### src/tvmv_pkg.sv
`default_nettype none
// ----------------------------------------------------------------------------
// tvmv_pkg: shared types and constants
// Character codes, field phases, outcome codes and the word type of the
// tag=value message validator.
// ----------------------------------------------------------------------------
package tvmv_pkg;

    localparam int REQ_TAG_W = 31;
    localparam logic [REQ_TAG_W-1:0] REQ_TAG_RESET = 31'd35;

    // Register word index on the configuration port
    localparam logic REG_REQ_TAG = 1'b0;

    localparam logic [7:0] CH_PIPE  = 8'h7C;
    localparam logic [7:0] CH_EQ    = 8'h3D;
    localparam logic [7:0] CH_MINUS = 8'h2D;
    localparam logic [7:0] CH_ZERO  = 8'h30;
    localparam logic [7:0] CH_NINE  = 8'h39;

    localparam logic [1:0] OUTCOME_DONE       = 2'd0;
    localparam logic [1:0] OUTCOME_BAD        = 2'd1;
    localparam logic [1:0] OUTCOME_INCOMPLETE = 2'd2;

    typedef enum logic [2:0] {
        PH_START   = 3'd0,
        PH_MINUS   = 3'd1,
        PH_DIGITS  = 3'd2,
        PH_REST    = 3'd3,
        PH_INVALID = 3'd4,
        PH_VALUE   = 3'd5
    } phase_t;

    typedef struct packed {
        logic [7:0] data_byte;
        logic       byte_present;
        logic       end_of_message;
    } item_t;

    typedef struct packed {
        logic       valid;
        logic [1:0] outcome;
    } result_t;

endpackage : tvmv_pkg
`default_nettype wire

### src/tvmv_in_stage.sv
`default_nettype none
// ----------------------------------------------------------------------------
// tvmv_in_stage: input word register
// Captures one word per cycle unless the parser stalls; holds it until taken.
// ----------------------------------------------------------------------------
module tvmv_in_stage (
    input  wire logic            aclk,
    input  wire logic            aresetn,
    input  wire logic            s_valid,
    output logic                 s_ready,
    input  wire logic [7:0]      s_data_byte,
    input  wire logic            s_byte_present,
    input  wire logic            s_end_of_message,
    input  wire logic            adv,
    output logic                 item_valid,
    output tvmv_pkg::item_t      item
);

    logic            vld_reg, vld_next;
    tvmv_pkg::item_t item_reg, item_next;

    assign s_ready    = !vld_reg || adv;
    assign item_valid = vld_reg;
    assign item       = item_reg;

    always_comb begin
        vld_next  = vld_reg;
        item_next = item_reg;
        if (s_valid && s_ready) begin
            vld_next                 = 1'b1;
            item_next.data_byte      = s_data_byte;
            item_next.byte_present   = s_byte_present;
            item_next.end_of_message = s_end_of_message;
        end else if (adv) begin
            vld_next = 1'b0;
        end
    end

    always_ff @(posedge aclk) begin
        if (!aresetn) begin
            vld_reg <= 1'b0;
        end else begin
            vld_reg <= vld_next;
        end
    end

    always_ff @(posedge aclk) begin
        item_reg <= item_next;
    end

endmodule : tvmv_in_stage
`default_nettype wire

### src/tvmv_parse_core.sv
`default_nettype none
// ----------------------------------------------------------------------------
// tvmv_parse_core: field parser state and per-byte step
// Advances the field phase, tag accumulator and message flags by one word
// and forms the outcome when the word ends the message.
// ----------------------------------------------------------------------------
module tvmv_parse_core #(
    parameter int TAG_BITS = 32
) (
    input  wire logic                           aclk,
    input  wire logic                           aresetn,
    input  wire logic                           item_valid,
    input  tvmv_pkg::item_t                     item,
    input  wire logic [tvmv_pkg::REQ_TAG_W-1:0] req_tag,
    input  wire logic                           out_free,
    output logic                                adv,
    output tvmv_pkg::result_t                   res
);

    localparam int CMP_W = (TAG_BITS > tvmv_pkg::REQ_TAG_W) ? TAG_BITS : tvmv_pkg::REQ_TAG_W;
    localparam int PROD_W = TAG_BITS + 4;
    localparam logic [TAG_BITS-1:0] HALF = {1'b1, {(TAG_BITS-1){1'b0}}};

    tvmv_pkg::phase_t    phase_reg, phase_next;
    logic [TAG_BITS-1:0] mag_reg, mag_next;
    logic                neg_reg, neg_next;
    logic                ovf_reg, ovf_next;
    logic                vne_reg, vne_next;
    logic                bad_reg, bad_next;
    logic                fdone_reg, fdone_next;
    logic                tail_reg, tail_next;

    logic [TAG_BITS-1:0] lim;
    logic [PROD_W-1:0]   prod;
    logic                digit_ovf;
    logic                is_digit;
    logic [3:0]          digit;
    logic                neg_nonzero;
    logic                is_req;
    logic                field_bad;
    logic                take_dig;
    logic [1:0]          outcome;

    assign adv = item_valid && (!item.end_of_message || out_free);

    always_comb begin
        // Digits are ASCII 0x30..0x39, so the low nibble is the value
        is_digit    = (item.data_byte >= tvmv_pkg::CH_ZERO) &&
                      (item.data_byte <= tvmv_pkg::CH_NINE);
        digit       = item.data_byte[3:0];
        lim         = neg_reg ? HALF : (HALF - 1'b1);
        prod        = ({4'b0000, mag_reg} << 3) + ({4'b0000, mag_reg} << 1) +
                      {{TAG_BITS{1'b0}}, digit};
        digit_ovf   = prod > {4'b0000, lim};
        neg_nonzero = neg_reg && (mag_reg != '0);
        is_req      = !neg_nonzero && (CMP_W'(mag_reg) == CMP_W'(req_tag));
        field_bad   = (phase_reg != tvmv_pkg::PH_VALUE) || (is_req && !vne_reg);

        phase_next = phase_reg;
        mag_next   = mag_reg;
        neg_next   = neg_reg;
        ovf_next   = ovf_reg;
        vne_next   = vne_reg;
        bad_next   = bad_reg;
        fdone_next = fdone_reg;
        tail_next  = tail_reg;
        take_dig   = 1'b0;

        if (item.byte_present) begin
            if (item.data_byte == tvmv_pkg::CH_PIPE) begin
                // Close the field and judge it
                if (field_bad) begin
                    bad_next = 1'b1;
                end
                fdone_next = 1'b1;
                tail_next  = 1'b0;
                phase_next = tvmv_pkg::PH_START;
                mag_next   = '0;
                neg_next   = 1'b0;
                ovf_next   = 1'b0;
                vne_next   = 1'b0;
            end else begin
                tail_next = 1'b1;
                unique case (phase_reg)
                    tvmv_pkg::PH_START: begin
                        if (item.data_byte == tvmv_pkg::CH_MINUS) begin
                            neg_next   = 1'b1;
                            phase_next = tvmv_pkg::PH_MINUS;
                        end else if (is_digit) begin
                            take_dig   = 1'b1;
                            phase_next = tvmv_pkg::PH_DIGITS;
                        end else begin
                            phase_next = tvmv_pkg::PH_INVALID;
                        end
                    end
                    tvmv_pkg::PH_MINUS: begin
                        if (is_digit) begin
                            take_dig   = 1'b1;
                            phase_next = tvmv_pkg::PH_DIGITS;
                        end else begin
                            phase_next = tvmv_pkg::PH_INVALID;
                        end
                    end
                    tvmv_pkg::PH_DIGITS, tvmv_pkg::PH_REST: begin
                        if (item.data_byte == tvmv_pkg::CH_EQ) begin
                            phase_next = ovf_reg ? tvmv_pkg::PH_INVALID : tvmv_pkg::PH_VALUE;
                        end else if (is_digit && (phase_reg == tvmv_pkg::PH_DIGITS)) begin
                            take_dig = 1'b1;
                        end else begin
                            phase_next = tvmv_pkg::PH_REST;
                        end
                    end
                    tvmv_pkg::PH_VALUE: begin
                        vne_next = 1'b1;
                    end
                    default: begin
                        phase_next = tvmv_pkg::PH_INVALID;
                    end
                endcase

                // Freeze the tag once it leaves the signed range
                if (take_dig && !ovf_reg) begin
                    if (digit_ovf) begin
                        ovf_next = 1'b1;
                    end else begin
                        mag_next = prod[TAG_BITS-1:0];
                    end
                end
            end
        end

        if (bad_next) begin
            outcome = tvmv_pkg::OUTCOME_BAD;
        end else if (!fdone_next || tail_next) begin
            outcome = tvmv_pkg::OUTCOME_INCOMPLETE;
        end else begin
            outcome = tvmv_pkg::OUTCOME_DONE;
        end

        if (item.end_of_message) begin
            phase_next = tvmv_pkg::PH_START;
            mag_next   = '0;
            neg_next   = 1'b0;
            ovf_next   = 1'b0;
            vne_next   = 1'b0;
            bad_next   = 1'b0;
            fdone_next = 1'b0;
            tail_next  = 1'b0;
        end
    end

    assign res.valid   = adv && item.end_of_message;
    assign res.outcome = outcome;

    always_ff @(posedge aclk) begin
        if (!aresetn) begin
            phase_reg <= tvmv_pkg::PH_START;
            mag_reg   <= '0;
            neg_reg   <= 1'b0;
            ovf_reg   <= 1'b0;
            vne_reg   <= 1'b0;
            bad_reg   <= 1'b0;
            fdone_reg <= 1'b0;
            tail_reg  <= 1'b0;
        end else if (adv) begin
            phase_reg <= phase_next;
            mag_reg   <= mag_next;
            neg_reg   <= neg_next;
            ovf_reg   <= ovf_next;
            vne_reg   <= vne_next;
            bad_reg   <= bad_next;
            fdone_reg <= fdone_next;
            tail_reg  <= tail_next;
        end
    end

    // Message end leaves every flag and the phase cleared
    a_eom_clears: assert property (@(posedge aclk) disable iff (!aresetn)
        (adv && item.end_of_message) |=>
            (phase_reg == tvmv_pkg::PH_START) && !bad_reg && !fdone_reg && !tail_reg &&
            (mag_reg == '0))
        else $error("state not cleared after message end");

    // Field delimiter closes the field and restarts the tag
    a_pipe_closes: assert property (@(posedge aclk) disable iff (!aresetn)
        (adv && item.byte_present && !item.end_of_message &&
         (item.data_byte == tvmv_pkg::CH_PIPE)) |=>
            fdone_reg && !tail_reg && (phase_reg == tvmv_pkg::PH_START) && !neg_reg)
        else $error("field not closed by delimiter");

    // Accumulated tag never goes past the negative limit
    a_mag_range: assert property (@(posedge aclk) disable iff (!aresetn)
        mag_reg <= HALF)
        else $error("tag magnitude out of range");

    // Overflow only arises while in or after the tag digits
    a_ovf_phase: assert property (@(posedge aclk) disable iff (!aresetn)
        ovf_reg |-> ((phase_reg == tvmv_pkg::PH_DIGITS) || (phase_reg == tvmv_pkg::PH_REST) ||
                     (phase_reg == tvmv_pkg::PH_INVALID)))
        else $error("tag overflow outside tag phases");

endmodule : tvmv_parse_core
`default_nettype wire

### src/tvmv_out_stage.sv
`default_nettype none
// ----------------------------------------------------------------------------
// tvmv_out_stage: result word register
// Holds one outcome word until the consumer takes it.
// ----------------------------------------------------------------------------
module tvmv_out_stage (
    input  wire logic        aclk,
    input  wire logic        aresetn,
    input  tvmv_pkg::result_t res,
    output logic             out_free,
    output logic             m_valid,
    input  wire logic        m_ready,
    output logic [1:0]       m_outcome
);

    logic       vld_reg, vld_next;
    logic [1:0] outcome_reg, outcome_next;

    assign out_free  = !vld_reg || m_ready;
    assign m_valid   = vld_reg;
    assign m_outcome = outcome_reg;

    always_comb begin
        vld_next     = vld_reg;
        outcome_next = outcome_reg;
        if (res.valid) begin
            vld_next     = 1'b1;
            outcome_next = res.outcome;
        end else if (m_ready) begin
            vld_next = 1'b0;
        end
    end

    always_ff @(posedge aclk) begin
        if (!aresetn) begin
            vld_reg <= 1'b0;
        end else begin
            vld_reg <= vld_next;
        end
    end

    always_ff @(posedge aclk) begin
        outcome_reg <= outcome_next;
    end

endmodule : tvmv_out_stage
`default_nettype wire

### src/tag_value_message_validator_unit.sv
`default_nettype none
// ----------------------------------------------------------------------------
// tag_value_message_validator_unit: tag=value message validator
// Checks a byte stream of '|'-terminated tag=value fields and reports one
// outcome word (done, bad, incomplete) per message.
// ----------------------------------------------------------------------------
// Outcome path: input register, then result register, which drives m_valid.
// Throughput: one word per cycle, but a message-ending word waits while the
//   result register is full and m_ready is low; the per-byte step is a single
//   pass through the tag multiply-by-ten add and compare.
// Reset (aresetn low, synchronous): empties both registers, returns the parser
//   to tag start with all flags clear and sets req_tag_reg to 35.
// ----------------------------------------------------------------------------
module tag_value_message_validator_unit #(
    parameter int TAG_BITS = 32
) (
    input  wire logic        aclk,
    input  wire logic        aresetn,

    input  wire logic        psel,
    input  wire logic        penable,
    input  wire logic        pwrite,
    input  wire logic [2:0]  paddr,
    input  wire logic [31:0] pwdata,
    output logic [31:0]      prdata,
    output logic             pready,

    input  wire logic        s_valid,
    output logic             s_ready,
    input  wire logic [7:0]  s_data_byte,
    input  wire logic        s_byte_present,
    input  wire logic        s_end_of_message,

    output logic             m_valid,
    input  wire logic        m_ready,
    output logic [1:0]       m_outcome
);

    logic [tvmv_pkg::REQ_TAG_W-1:0] req_tag_reg, req_tag_next;

    logic              item_valid;
    tvmv_pkg::item_t   item;
    logic              adv;
    logic              out_free;
    tvmv_pkg::result_t res;

    assign pready = 1'b1;

    always_comb begin
        req_tag_next = req_tag_reg;
        if (psel && penable && pwrite && (paddr[2] == tvmv_pkg::REG_REQ_TAG)) begin
            req_tag_next = pwdata[tvmv_pkg::REQ_TAG_W-1:0];
        end
    end

    always_comb begin
        prdata = '0;
        if (paddr[2] == tvmv_pkg::REG_REQ_TAG) begin
            prdata = {1'b0, req_tag_reg};
        end
    end

    always_ff @(posedge aclk) begin
        if (!aresetn) begin
            req_tag_reg <= tvmv_pkg::REQ_TAG_RESET;
        end else begin
            req_tag_reg <= req_tag_next;
        end
    end

    tvmv_in_stage u_in_stage (
        .aclk             (aclk),
        .aresetn          (aresetn),
        .s_valid          (s_valid),
        .s_ready          (s_ready),
        .s_data_byte      (s_data_byte),
        .s_byte_present   (s_byte_present),
        .s_end_of_message (s_end_of_message),
        .adv              (adv),
        .item_valid       (item_valid),
        .item             (item)
    );

    tvmv_parse_core #(
        .TAG_BITS (TAG_BITS)
    ) u_parse_core (
        .aclk       (aclk),
        .aresetn    (aresetn),
        .item_valid (item_valid),
        .item       (item),
        .req_tag    (req_tag_reg),
        .out_free   (out_free),
        .adv        (adv),
        .res        (res)
    );

    tvmv_out_stage u_out_stage (
        .aclk      (aclk),
        .aresetn   (aresetn),
        .res       (res),
        .out_free  (out_free),
        .m_valid   (m_valid),
        .m_ready   (m_ready),
        .m_outcome (m_outcome)
    );

endmodule : tag_value_message_validator_unit
`default_nettype wire

### config.mk
export PLATFORM = sky130hd
export DESIGN_NAME = tag_value_message_validator_unit
export DESIGN_NICKNAME = d
export VERILOG_FILES = /design/src/tvmv_pkg.sv /design/src/tvmv_in_stage.sv /design/src/tvmv_parse_core.sv /design/src/tvmv_out_stage.sv /design/src/tag_value_message_validator_unit.sv
export SDC_FILE = /design/constraint.sdc
export NUM_CORES = 1
export LEC_CHECK = 0
export ABC_AREA = 1
export BUFFER_PORTS_ARGS = -buffer_cell sky130_fd_sc_hd__buf_2
export CAP_MARGIN = 20
export CORE_UTILIZATION = 40
export CTS_BUF_LIST = sky130_fd_sc_hd__clkbuf_16
export CTS_CLUSTER_SIZE = 8
export DETAILED_ROUTE_END_ITERATION = 8
export PLACE_DENSITY = 0.65
export SLEW_MARGIN = 20
export SYNTH_ARGS = -nofsm -noshare
export SYNTH_HDL_FRONTEND = slang
export SYNTH_SLANG_ARGS = --single-unit
### constraint.sdc
create_clock -name aclk -period 8.85 [get_ports aclk]
set_clock_uncertainty 0.05 [all_clocks]
set_input_delay 0.4425 -clock aclk [delete_from_list [all_inputs] [get_ports aclk]]
set_output_delay 0.4425 -clock aclk [all_outputs]
set_load 0.01 [all_outputs]
==> results of run 1 <==
worst reg2reg max path, stage by stage, from the launching register on:
cell	delay (ns)
dfxtp_1	0.48
fa_1	0.51
fa_1	0.48
nand2_1	0.08
nand2_1	0.09
nand3_1	0.10
nand2_1	0.11
nand2_1	0.08
nand2_1	0.12
a21oi_1	0.33
o21ai_0	0.14
nand2_1	0.07
nand2_1	0.08
ha_1	0.31
nand4_1	0.13
nor2_1	0.26
nand2_1	0.13
nand2_1	0.07
nand2_1	0.04
nand2_1	0.05
nand2_1	0.06
nand3_1	0.15
nand2_1	0.13
nand2_2	0.50
nand2_1	0.16
a21oi_1	0.17
power by group through the flow:
stage | registers (mW) | logic (mW) | clock network [mW]
floorplan | 0.421 | 0.0533 | 0
global placement | 0.423 | 0.0781 | 0
detailed placement | 0.423 | 0.0789 | 0
CTS | 0.414 | 0.0796 | 0.416
global route | 0.415 | 0.0912 | 0.430
finish | 0.414 | 0.0813 | 0.407
cells by family after synthesis:
family / synth area share
xor gates and xnor gates: 0.0415
DFF: 0.249
AOI/OAI and AO/OA: 0.144
buffers and inverters: 0.0975
adders and majority gates: 0.166
and+or+nand+nor: 0.301
other: 0.00102
synth_stat cells (5+ instances only):
cell type,count
a21oi_1,104
buf_2,6
buf_4,5
clkbuf_1,17
dfxtp_1,74
edfxtp_1,12
ha_1,95
inv_1,144
nand2_1,275
nand2_2,12
nand3_1,33
nand4_1,43
nor2_1,86
nor2_2,7
nor3_1,15
nor4_1,14
o211ai_1,8
o21ai_0,43
or2_2,5
xnor2_1,10
xor2_1,25
per-stage QoR:
step                      power [mW]  std cells  hold WS [ns]
after global placement         0.501       1374         0.407
after detailed placement       0.502       1374         0.408
after floorplan                0.474       1089         0.391
after CTS                      0.909       1390         0.210
final                          0.902       1391         0.219
after global routing           0.936       1391         0.208
final timing paths:
path | start | to | slack (ns) | cells past startpoint
worst max-delay path | u_parse_core.mag_reg[2]$_SDFFE_PN0P_ | u_parse_core.mag_reg[15]$_SDFFE_PN0P_ | 3.89 | 25
worst min-delay path | s_data_byte[5] | u_in_stage.item[7]$_DFFE_PP_ | 0.22 | 1
worst max register to register | u_parse_core.mag_reg[2]$_SDFFE_PN0P_ | u_parse_core.mag_reg[15]$_SDFFE_PN0P_ | 3.89 | 25
worst min register to register | u_parse_core.tail_reg$_SDFFE_PN0P_ | u_parse_core.tail_reg$_SDFFE_PN0P_ | 0.43 | 2
routing by layer:
metal,part of all wire,global-route usage,routed length [um]
met5,0,0,0
met4,0.016,0.0550,329
met3,0.057,0.0355,1180
met2,0.48,0.369,9890
met1,0.45,0.277,9180
cell type report:
cell class	count	area [um2]	share of cell area
multi-input cells	824	4830	0.582
flip-flops and latches	86	1840	0.222
well taps	229	287	0.0345
repair buffers	88	473	0.0569
clock buffers	9	225	0.0271
clock inverters	7	91.3	0.0110
inverters	148	556	0.0669
==> out/qor.csv, run 1 <==
metric,value,unit
Clk pwr share,0.451,
max-cap viol count,0,
Net Sw Power,0.219,mW
final WL,20.6,mm
leading area contributor after synthesis,dfxtp_1,
CTS Hold Buffers Added,0,
largest net degree at the start of global routing,57,
"most common cell after layout, fill and taps aside",nand2_1,
Initial DRC Count,486,
P per Cell Area,109,mW/mm2
ys flop type,dfxtp_1,
worst ir drop on vdd,110,uV
All-Layer GR Usage,0.215,
Switching Fraction,0.243,
CP Data Required Time,9.07,ns
residual DRC count,0,
DR WL/cell,14.8,um
placed inst area,0.00796,mm2
final setup margin,3.89,ns
CP max-delay cell,fa_1,
Die W,138,um
Post-synth EDFFs,12,
Synth Cell Area,0.00739,mm2
CP Launch Type,flop,
Tightest Pin Transition,0.803,ns
Gate Count Post-Synth,1089,
syn_nets,1238,
Int Power,0.683,mW
endpoint class of the critical path,flop,
Tcrit/Tclk final,0.560,
max reg flops,32,
CTS tree,done,
Finished Cell Area,0.00831,mm2
Arrival @ worst endpoint,5.18,ns
"Seq/Total Area, Yosys",0.249,
dpl hpwl,16.3,mm
Crit Path Max Fanout,31,
GP Congestion,0.938,
most frequent cells in the layout,"nand2_1 (275), inv_1 (146), a21oi_1 (104), ha_1 (95), nor2_1 (85)",
Final setup viols,0,
Yosys warning count,0,
Synth area leaders,"dfxtp_1 (20%), ha_1 (16%), nand2_1 (14%)",
Comb pwr share,0.090,
final core occ,0.461,
# fillers,1883,
RSZ-0062 raised after global routing,false,
htree depth,3,
root buf cell,clkbuf_16,
share of synthesized registers carrying an async set or reset,0,
share of layout cells above drive strength 1,0.125,
Yosys reg bits,86,
Synth cell types,51,
Fmax,202,MHz
initial antenna violation count,0,
layout net count,1306,
Fin. Hold Viols,0,
Worst slew margin,0.460,
Mean Syn Cell Area,6.79,um2
WP buf/inv,0,
Die Y,138,um
CP peak stage delay,0.51,ns
Post-CTS Resized,0,
Layout area overhead,12.4,%
top-level port count,89,
post-route minimum period,4.96,ns
total grt overflow,0,
crit path kind,flop to flop,
first-pass GRT wire length,31.6,mm
setup bufs post-CTS,0,
Total Die Area,0.0190,mm2
Seq pwr share,0.459,
core area,0.0180,mm2
clk_lat worst skew,0.34,ns
Max Root-Sink Buffers,2,
Std-Cell Rows,49,
CTS Sinks,86,
CTS Buf Count,9,
Port Buffer Count,83,
Final TNS setup,0,ns
first-pass detailed-route iteration total,5,
Initial Util,0.410,
CP dominant cell by count,nand2_1,
n_diodes,0,
Post-Place Worst Slack,3.94,ns
ANT nets after route,0,
Hold Path Class,input port to flop,
Top Family by Delay on Critical Path,simple AND/OR/NAND/NOR gates,
vias in the first global route,6357,
clock slew at reported path FFs,0.07,ns
Vias,7247,
outcome,finished clean,
max-slew violations,0,
area share of the largest cell type after synthesis,0.200,
Vias/cell,5.21,
leak pwr,4.37,nW
Note: power is estimated with default switching activity, not from simulation.
==> run 2, diff against run 1 <==
PLACE_DENSITY = 0.68   (was 0.65)
clock period = 4.55 ns   (was 8.85 ns; I/O delays follow)
==> run 2 against run 1 <==
  * Count of clock-buffer cells in the layout is the same
  * Wire length grew 1.2%
  * Non-clock buffer count grew 25
  * Sequential power grew 94%
  * Maximum frequency grew 16%
  * Critical path depth grew 2
  * Setup slack lost 3.6 ns
  * First-iteration DRC count shrank 1.2%
  * Design area grew 3.3%
==> out/qor.csv, run 2 (same netlist as run 1, synthesis figures left out) <==
metric,value,unit,change
outcome,finished clean,,unchanged
Initial Util,0.410,,unchanged
most frequent cells in the layout,"nand2_1 (272), inv_1 (143), a21oi_1 (100), ha_1 (95), nor2_1 (84)",,"was nand2_1 (275), inv_1 (146), a21oi_1 (104), ha_1 (95), nor2_1 (85)"
initial antenna violation count,0,,unchanged
dpl hpwl,16.4,mm,was 16.3 mm
CP peak stage delay,0.51,ns,about the same
worst ir drop on vdd,198,uV,was 110 uV
first-pass GRT wire length,32.0,mm,was 31.6 mm
clock slew at reported path FFs,0.07,ns,about the same
Top Family by Delay on Critical Path,simple AND/OR/NAND/NOR gates,,unchanged
Worst slew margin,0.571,,was 0.460
crit path launch,u_in_stage.item[5]$_DFFE_PP_,,was u_parse_core.mag_reg[2]$_SDFFE_PN0P_
Vias,7476,,was 7247
R2R setup slack,0.26,ns,was 3.89 ns
Die Y,138,um,unchanged
P per Cell Area,202,mW/mm2,was 109 mW/mm2
Port Buffer Count,83,,unchanged
Hold Path Class,input port to flop,,unchanged
CTS Buf Count,9,,unchanged
share of layout cells above drive strength 1,0.150,,was 0.125
Final setup viols,0,,unchanged
layout net count,1331,,was 1306
hold path start,pwdata[0],,was s_data_byte[5]
Tightest Pin Transition,0.637,ns,was 0.803 ns
CP max-delay cell,fa_1,,unchanged
Max Root-Sink Buffers,2,,unchanged
root buf cell,clkbuf_16,,unchanged
Post-Place Worst Slack,0.193,ns,was 3.94 ns
"most common cell after layout, fill and taps aside",nand2_1,,unchanged
CP dominant cell by count,nand2_1,,unchanged
first-pass detailed-route iteration total,7,,was 5
Min-Delay Endpoint,req_tag_reg[0]$_SDFFE_PN1P_,,was u_in_stage.item[7]$_DFFE_PP_
Total Die Area,0.0190,mm2,unchanged
WP buf/inv,2,,was 0
R2R cell count,27,,was 25
Tcrit/Tclk final,0.942,,was 0.560
final WL,20.8,mm,was 20.6 mm
final non-filler cell total,1416,,was 1391
Worst R2R End,u_parse_core.mag_reg[6]$_SDFFE_PN0P_,,was u_parse_core.mag_reg[15]$_SDFFE_PN0P_
Crit Path Max Fanout,16,,was 31
ANT nets after route,0,,unchanged
Arrival @ worst endpoint,4.50,ns,was 5.18 ns
CTS tree,done,,unchanged
Die W,138,um,unchanged
CP Data Required Time,4.77,ns,was 9.07 ns
endpoint class of the critical path,flop,,unchanged
placed cell count,1388,,was 1374
Final TNS setup,0,ns,unchanged
CTS Sinks,86,,unchanged
largest net degree at the start of global routing,47,,was 57
vias in the first global route,6623,,was 6357
htree depth,3,,unchanged
max-slew violations,0,,unchanged
Fmax,233,MHz,was 202 MHz
DR WL/cell,14.7,um,was 14.8 um
leak pwr,4.50,nW,was 4.37 nW
Fin. Hold Viols,0,,unchanged
Initial DRC Count,480,,was 486
Vias/cell,5.28,,was 5.21
top-level port count,89,,unchanged
Std-Cell Rows,49,,unchanged
GP Congestion,0.974,,was 0.938
total grt overflow,0,,unchanged
n_diodes,0,,unchanged
CP Launch Type,flop,,unchanged
residual DRC count,0,,unchanged
core area,0.0180,mm2,unchanged
final setup margin,0.265,ns,was 3.89 ns
crit path kind,flop to flop,,unchanged
worst hold path cell count,3,,was 1
max-cap viol count,0,,unchanged
Reg-to-Reg Start,u_in_stage.item[5]$_DFFE_PP_,,was u_parse_core.mag_reg[2]$_SDFFE_PN0P_
clk_lat worst skew,0.34,ns,about the same
All-Layer GR Usage,0.216,,was 0.215
post-route minimum period,4.29,ns,was 4.96 ns
max reg flops,32,,unchanged
Layout area overhead,16.1,%,was 12.4%
-- run 2: changes by cell type in the layout (fill, tap and decap cells not counted), moves of 3 or more --
cell | previous run | this run
nand2_1 | 275 | 272
a21oi_2 | 4 | 8
dlygate4sd3_1 | 0 | 10
dfxtp_1 | 74 | 67
buf_12 | 0 | 3
a21oi_1 | 104 | 100
inv_1 | 146 | 143
dfxtp_2 | 0 | 7
buf_4 | 4 | 16
-- run 2: layer usage --
| layer | up-vias | global-route usage | share of wire |
|---|---|---|---|
| met5 | - | 0 | 0 |
| met4 | 0 | 0.0447 | 0.013 |
| met3 | 24 | 0.0380 | 0.055 |
| met2 | 189 | 0.375 | 0.49 |
| met1 | 3460 | 0.278 | 0.44 |
| li1 | 3803 | - | - |
-- run 2: stage by stage --
stage | instance area [um2] | util | hold slack [ns] | power [mW]
after global placement | 8110 | 0.450 | 0.353 | 0.978
after floorplan | 7390 | - | 0.276 | 0.922
after CTS | 8510 | 0.472 | 0.0465 | 1.74
after detailed placement | 8110 | 0.450 | 0.356 | 0.980
final | 8580 | 0.476 | 0.0548 | 1.73
after global routing | 8580 | 0.476 | 0.0652 | 1.80
-- run 2: timing repair --
action | CTS | global route
endpoints found under the hold margin | 10 | 0
gates resized for setup | 0 | 17
hold buffers | 10 | 0
endpoints found under the setup margin | 0 | 32
buffers inserted | 0 | 1
-- run 2: worst max-delay path by stage --
stage                                                      end  slack (ns)  cells after the start
final                     u_parse_core.mag_reg[6]$_SDFFE_PN0P_        0.26                     27
after CTS                 u_parse_core.mag_reg[2]$_SDFFE_PN0P_        0.16                     26
after floorplan           u_parse_core.mag_reg[2]$_SDFFE_PN0P_        0.85                     26
after global placement    u_parse_core.mag_reg[2]$_SDFFE_PN0P_        0.26                     26
after detailed placement  u_parse_core.mag_reg[2]$_SDFFE_PN0P_        0.19                     26
after global routing      u_parse_core.mag_reg[3]$_SDFFE_PN0P_       -0.03                     27
-- run 2: final cells by class --
class / instances / area, um2
clock buffers: 9 / 225
well taps: 229 / 287
fillers: 1897 / 9440
repair buffers: 113 / 721
inverters: 148 / 556
clock inverters: 7 / 80.1
multi-input cells: 824 / 4870
flip-flops and latches: 86 / 1850
-- run 2: report_power, final --
group / leakage [nW] / internal, mW / switching (mW)
Sequential: 0.719 / 0.790 / 0.0147
Clock: 0.150 / 0.433 / 0.326
Combinational: 3.63 / 0.0676 / 0.103
-- run 2: worst register-to-register path: stages, from the launching register on --
cell and delay (ns):
edfxtp_1 0.42, fa_1 0.51, fa_2 0.43, nand2_1 0.07
nand2_1 0.09, nand3_1 0.12, nand2_2 0.09, nand2_1 0.07
nand2_1 0.10, a21oi_1 0.14, buf_4 0.14, o21ai_0 0.08
nand2_1 0.07, nand2_1 0.08, ha_1 0.31, nand4_1 0.18
nor2_2 0.21, nand2_1 0.07, nand2_1 0.05, nand2_1 0.04
nand2_1 0.05, nand2_1 0.06, nand3_1 0.13, nand2_1 0.13
nand2_4 0.13, buf_12 0.16, nand2_1 0.06, a21oi_1 0.14
